==> src/rtl/bbau_ffz.sv <==
// ----------------------------------------------------------------------------
// bbau_ffz
// Find the lowest clear bit of one bitmap word.
// ----------------------------------------------------------------------------
module bbau_ffz #(
  parameter  int unsigned WORD_BITS = 64,
  localparam int unsigned POS_W     = $clog2(WORD_BITS)
) (
  input  logic [WORD_BITS-1:0] word_i,
  output logic                 any_zero_o,
  output logic [POS_W-1:0]     pos_o
);

  always_comb begin
    any_zero_o = ~&word_i;
    pos_o      = '0;
    // scan from the top so the lowest clear bit wins
    for (int i = WORD_BITS - 1; i >= 0; i--) begin
      if (!word_i[i]) begin
        pos_o = POS_W'(i);
      end
    end
  end

endmodule

==> config.mk <==
export PLATFORM = sky130hd
export DESIGN_NAME = bbau_ffz
export DESIGN_NICKNAME = d
export VERILOG_FILES = /design/src/rtl/bbau_ffz.sv
export SDC_FILE = /design/constraint.sdc
export NUM_CORES = 1
export LEC_CHECK = 0
export ABC_AREA = 1
export BUFFER_PORTS_ARGS = -buffer_cell sky130_fd_sc_hd__buf_4
export CAP_MARGIN = 20
export CORE_ASPECT_RATIO = 0.9
export CORE_MARGIN = 2
export CORE_UTILIZATION = 35
export DETAILED_ROUTE_END_ITERATION = 8
export GPL_TIMING_DRIVEN = 0
export PLACE_DENSITY = 0.78
export RECOVER_POWER = 25
export SETUP_SLACK_MARGIN = 0.3
export SYNTH_ARGS = -nofsm -noshare
export SYNTH_HDL_FRONTEND = slang
export SYNTH_SLANG_ARGS = --single-unit
==> constraint.sdc <==
create_clock -name vclk -period 4.1
set_input_delay 0.615 -clock vclk [all_inputs]
set_output_delay 0.615 -clock vclk [all_outputs]
set_load 0.01 [all_outputs]
==> results of run 1 <==
[final cells by class]
type | count | area (um^2) | share of cell area
inverters | 5 | 18.8 | 0.0146
repair buffers | 71 | 541 | 0.422
well taps | 25 | 31.3 | 0.0244
multi-input cells | 164 | 691 | 0.539
[path summary, 6_finish.rpt]
check / endpoint / slack [ps]
setup / recovery: pos_o[0] / -350
hold / removal: pos_o[0] / 1500
[through the flow]
stage          utilization  setup TNS [ps]  power, mW  hold WS [ps]
2_1_floorplan            -               0     0.0379          1280
3_3_place_gp         0.663            -261     0.0977          1500
3_5_place_dp         0.663            -366      0.100          1500
4_1_cts              0.663            -383      0.101          1500
5_1_grt              0.676           -1210      0.117          1510
6_report             0.676            -350      0.102          1500
[cells by family after synthesis]
logic type	after synthesis
AOI/OAI and AO/OA	13
buffers and inverters	5
and+or+nand+nor	151
[power by group through the flow]
stage                     clock [mW]  combinational [mW]  sequential (mW)
after floorplan                    0              0.0379                0
after global placement             0              0.0977                0
after detailed placement           0               0.100                0
after CTS                          0               0.101                0
after global routing               0               0.117                0
final                              0               0.102                0
[worst max-delay path, delay by kind of cell]
family	cells	cell delay [ps]
AND/OR/NAND/NOR	61	2820
buffers and inverters	3	250
AO/OA/AOI/OAI	1	110
[metal layers]
metal / up-vias / wire, um
met4: 0 / 0
met3: 0 / 112
met1: 496 / 997
li1: 681 / -
met2: 34 / 1080
met5: - / 0
[placed cells by master (no fill, tap or decap)]
cell type | synthesis | routed
a21oi_1 | 2 | 2
a21oi_2 | 1 | 1
a31oi_1 | 5 | 5
buf_4 | 0 | 68
buf_6 | 0 | 1
buf_8 | 0 | 1
clkbuf_1 | 0 | 1
inv_1 | 5 | 4
inv_2 | 0 | 1
nand2_1 | 104 | 103
nand2_2 | 0 | 1
nand3_1 | 4 | 1
nand3_2 | 0 | 3
nand4_1 | 4 | 4
nor2_1 | 35 | 35
nor3_1 | 3 | 3
nor4_1 | 1 | 1
o21ai_0 | 1 | 1
o21bai_1 | 3 | 3
o31ai_1 | 1 | 1
[repair_timing]
item | 4_1_cts | 5_1_grt
setup buffers | 0 | 0
gates resized for setup | 1 | 7
pin swaps | 0 | 27
endpoints found under the setup margin | 1 | 2
==> out/results.ini, run 1 <==
[power_and_ir_drop]
pwr_density_cell_nw_per_um2 = 79.8
clkPwrFrac = 0
power_leakage_nw = 0.708
p_int_mw = 0.0591
switching_power_mw = 0.0432
swShare = 0.423
comb_power_share = 1.000
p_seq_frac = 0
ir_drop_mv = 0.0511

[synthesis]
synthTopCellsByArea = nand2_1 56%, nor2_1 19%, a31oi_1 4.5%
synth_compound_area_frac = 0.123
synth_fp_nets = 233
synth_top_family_by_area = simple AND/OR/NAND/NOR gates
synth_top_area_frac = 0.564
synth_top_cell_by_area = nand2_1
synth.area.mux_share = 0
yosys-top-cells-count = 104 x nand2_1, 35 x nor2_1, 5 x a31oi_1, 5 x inv_1
postSynthAreaPerCell_um2 = 4.09
syn_area_um2 = 692
synth.distinct_cells = 13
yosysWarnings = 0
synth_adder_area_share = 0
synthSimpleGateAreaFrac = 0.850
synth_xor_area_frac = 0
ys_seq_area_frac = 0
synth.most_common_cell = nand2_1
synthCells = 169

[timing]
rsz0062_at_grt = yes
fmax_ghz = 0.225
maxSlewHeadroom = 0.847
layout_setup_ws_ps = -350
drv_slew = 0
tightestPinTransition_ps = 227
finalHoldViolCount = 0
fin_crit_sh = 1.09
period_needed_ps = 4450
finalSetupViolCount = 1

[place]
dp_slack_ps = -366
io_buffers = 71
place_congestion = 0.744
dp_cells = 265
place_area_um2 = 1260
dp_hpwl_um = 1970

[floorplanning]
initial_core_util = 0.365
core_area_um2 = 1900
io_pins = 71
die_h_um = 46.2
die_x_um = 50.9
rows = 15
dieArea_um2 = 2350

[worst_setup_path]
cp-end-kind = output port
critPathSlowestCell = buf_4
worstPathRequired_ps = 3480
worstSetupStartpointType = input port
max_stage_delay_ps = 120
critPathKind = input port to output port
cp.arrival_ps = 3840
path_max_fanout = 3
crit_path_frequent_cell = nand2_1
critPathLaunch = word_i[63]

[cells_and_area]
final_nets = 306
drive_gt1_frac = 0.317
fill_cells = 189
nClkBuffers = 0
seq_cell_count = 0
finalNonFillerCells = 265
ff_latch_area_um2 = 0
n_antenna_cell = 0
fin_area_um2 = 1280
area.growth.synth_to_final_pct = 85.2

[hold_path]
min_delay_path_depth = 3
holdCritPathClass = input port to output port
hold_start = word_i[1]

[grt]
grt_use_met1 = 0.230
grt_pass1_wl_um = 3620
grt_overflow = 0
met2_usage = 0.379
grt_pass1_vias = 983
grt_max_degree = 4
grt-busiest-layer = met2
antenna_found_initial = 0
grtUsageTotal = 0.184
grtUsageMet3 = 0.00325

[clock_network]
cts_hold_buf = 0

[route]
drt_first_pass_iters = 4
route.detailed.drc = 0
wl_per_cell_um = 8.25
viasPerCell = 4.57
vias = 1211
drt_iter0_markers = 10
routed_wl_um = 2190
ant_nets = 0

[run]
drv_cap = 0

[outcome]
status = finished, violations left
violations = setup timing

(Power assumes the default switching activity.)
==> run 2, diff against run 1 <==
--- a/config.mk
+++ b/config.mk
@@ -12,9 +12,8 @@
 export CORE_MARGIN = 2
 export CORE_UTILIZATION = 35
 export DETAILED_ROUTE_END_ITERATION = 8
-export GPL_TIMING_DRIVEN = 0
 export PLACE_DENSITY = 0.78
-export RECOVER_POWER = 25
+export RECOVER_POWER = 50
 export SETUP_SLACK_MARGIN = 0.3
 export SYNTH_ARGS = -nofsm -noshare
 export SYNTH_HDL_FRONTEND = slang
==> run 2 against run 1 <==
Against the previous run:
- the run still ends with setup timing left
- combinational power is 7% higher
- sequential share of layout area unchanged
- count of clock-buffer cells in the layout is the same
- final cell count increased by 2.6%
- global-route usage fell by 0.14 points
==> out/results.ini, run 2 (synthesized netlist as in run 1, its figures left out) <==
[grt]
grtUsageTotal = 0.183  ; was 0.184
grt_max_degree = 4  ; unchanged
grt_pass1_wl_um = 3550  ; was 3620 um
antenna_found_initial = 0  ; unchanged
grt_pass1_vias = 1015  ; was 983
grt_overflow = 0  ; unchanged

[floorplanning]
dieArea_um2 = 2350  ; unchanged
core_area_um2 = 1900  ; unchanged
io_pins = 71  ; unchanged
initial_core_util = 0.365  ; unchanged
die_h_um = 46.2  ; unchanged
die_x_um = 50.9  ; unchanged
rows = 15  ; unchanged

[timing]
maxSlewHeadroom = 0.828  ; was 0.847
tightestPinTransition_ps = 255  ; was 227 ps
rsz0062_at_grt = yes  ; unchanged
fin_crit_sh = 1.10  ; was 1.09
fmax_ghz = 0.222  ; was 0.225 GHz
drv_slew = 0  ; unchanged
hold_slack_ps = 1500  ; about the same
finalHoldViolCount = 0  ; unchanged
finalSetupViolCount = 1  ; unchanged
layout_setup_ws_ps = -407  ; was -350 ps
period_needed_ps = 4510  ; was 4450 ps

[cells_and_area]
ff_latch_area_um2 = 0  ; unchanged
fill_cells = 189  ; unchanged
seq_cell_count = 0  ; unchanged
area.growth.synth_to_final_pct = 93.1  ; was 85.2%
nClkBuffers = 0  ; unchanged
drive_gt1_frac = 0.336  ; was 0.317
layout_common_cells = 102 x nand2_1, 72 x buf_4, 35 x nor2_1  ; was 103 x nand2_1, 68 x buf_4, 35 x nor2_1
final_common_cell = nand2_1  ; unchanged
n_antenna_cell = 0  ; unchanged
final_nets = 313  ; was 306

[worst_setup_path]
crit_path_frequent_cell = nand2_1  ; unchanged
critPathLaunch = word_i[63]  ; unchanged
cp.arrival_ps = 3890  ; was 3840 ps
max_stage_delay_ps = 130  ; was 120 ps
critPathSlowestCell = buf_4  ; unchanged
path_max_fanout = 2  ; was 3
crit_buf_inv = 3  ; unchanged
path_delay_family = simple AND/OR/NAND/NOR gates  ; unchanged
worstSetupStartpointType = input port  ; unchanged
cp-end-kind = output port  ; unchanged
critPathKind = input port to output port  ; unchanged
worstPathRequired_ps = 3480  ; about the same

[route]
drt_first_pass_iters = 4  ; unchanged
vias = 1241  ; was 1,211
route.detailed.drc = 0  ; unchanged
viasPerCell = 4.56  ; was 4.57
ant_nets = 0  ; unchanged
drt_iter0_markers = 18  ; was 10
wl_per_cell_um = 8.57  ; was 8.25 um
routed_wl_um = 2330  ; was 2190 um

[run]
drv_cap = 0  ; unchanged

[power_and_ir_drop]
pwr_density_cell_nw_per_um2 = 81.7  ; was 79.8 nW/um^2
power_leakage_nw = 0.740  ; was 0.708 nW
ir_drop_mv = 0.0552  ; was 0.0511 mV

[place]
io_buffers = 71  ; unchanged
place_congestion = 0.750  ; was 0.744
dp_slack_ps = -415  ; was -366 ps
dp_hpwl_um = 2040  ; was 1970 um

[hold_path]
hold_start = word_i[1]  ; unchanged
holdCritPathClass = input port to output port  ; unchanged

[outcome]
status = finished, violations left  ; unchanged
violations = setup timing  ; unchanged

[run 2: cell types whose count changed in the layout (fill, tap and decap cells not counted)]
cell | before | now
nand2_1 | 103 | 102
buf_6 | 1 | 4
buf_8 | 1 | 0
buf_4 | 68 | 72
clkbuf_1 | 1 | 2
nand2_2 | 1 | 2
[run 2: cell type report]
cell class,instances,area [um^2],share of cell area
Inverter,5,18.8,0.0140
Multi-Input combinational cell,164,693,0.519
Tap cell,25,31.3,0.0234
Timing Repair Buffer,78,593,0.444
[run 2: stage by stage]
| stage | instance area (um^2) | utilization | TNS, ps | cells | total power [mW] |
|---|---|---|---|---|---|
| after CTS | 1310 | 0.692 | -426 | 272 | 0.107 |
| after global placement | 1310 | 0.690 | -260 | 272 | 0.102 |
| after detailed placement | 1310 | 0.690 | -415 | 272 | 0.106 |
| final | 1340 | 0.705 | -407 | 272 | 0.109 |
| after floorplan | 692 | - | 0 | 169 | 0.0379 |
| after global routing | 1340 | 0.705 | -1300 | 272 | 0.124 |
[run 2: path summary, 6_finish.rpt]
path / cells past startpoint / end
max: 65 / pos_o[0]
min: 3 / pos_o[0]
[run 2: power breakdown]
| part | switching (mW) | internal [mW] |
|---|---|---|
| sequential | 0 | 0 |
| combinational | 0.0456 | 0.0635 |
| clock | 0 | 0 |
| total | 0.0456 | 0.0635 |
[run 2: repair_timing]
| item | in CTS | in global routing |
|---|---|---|
| hold buffers | 0 | 0 |
| cloned | 0 | 0 |
| pin swaps | 0 | 27 |
| buffers inserted | 0 | 0 |
| endpoints found under the setup margin | 1 | 2 |
| gates resized for setup | 2 | 8 |
[run 2: layer usage]
layer / track usage / vias to the layer above / wire (um)
met1: 0.195 / 512 / 990
met5: 0 / - / 0
met4: 0.0108 / 0 / 0
li1: - / 695 / -
met2: 0.413 / 34 / 1230
met3: 0.00649 / 0 / 110
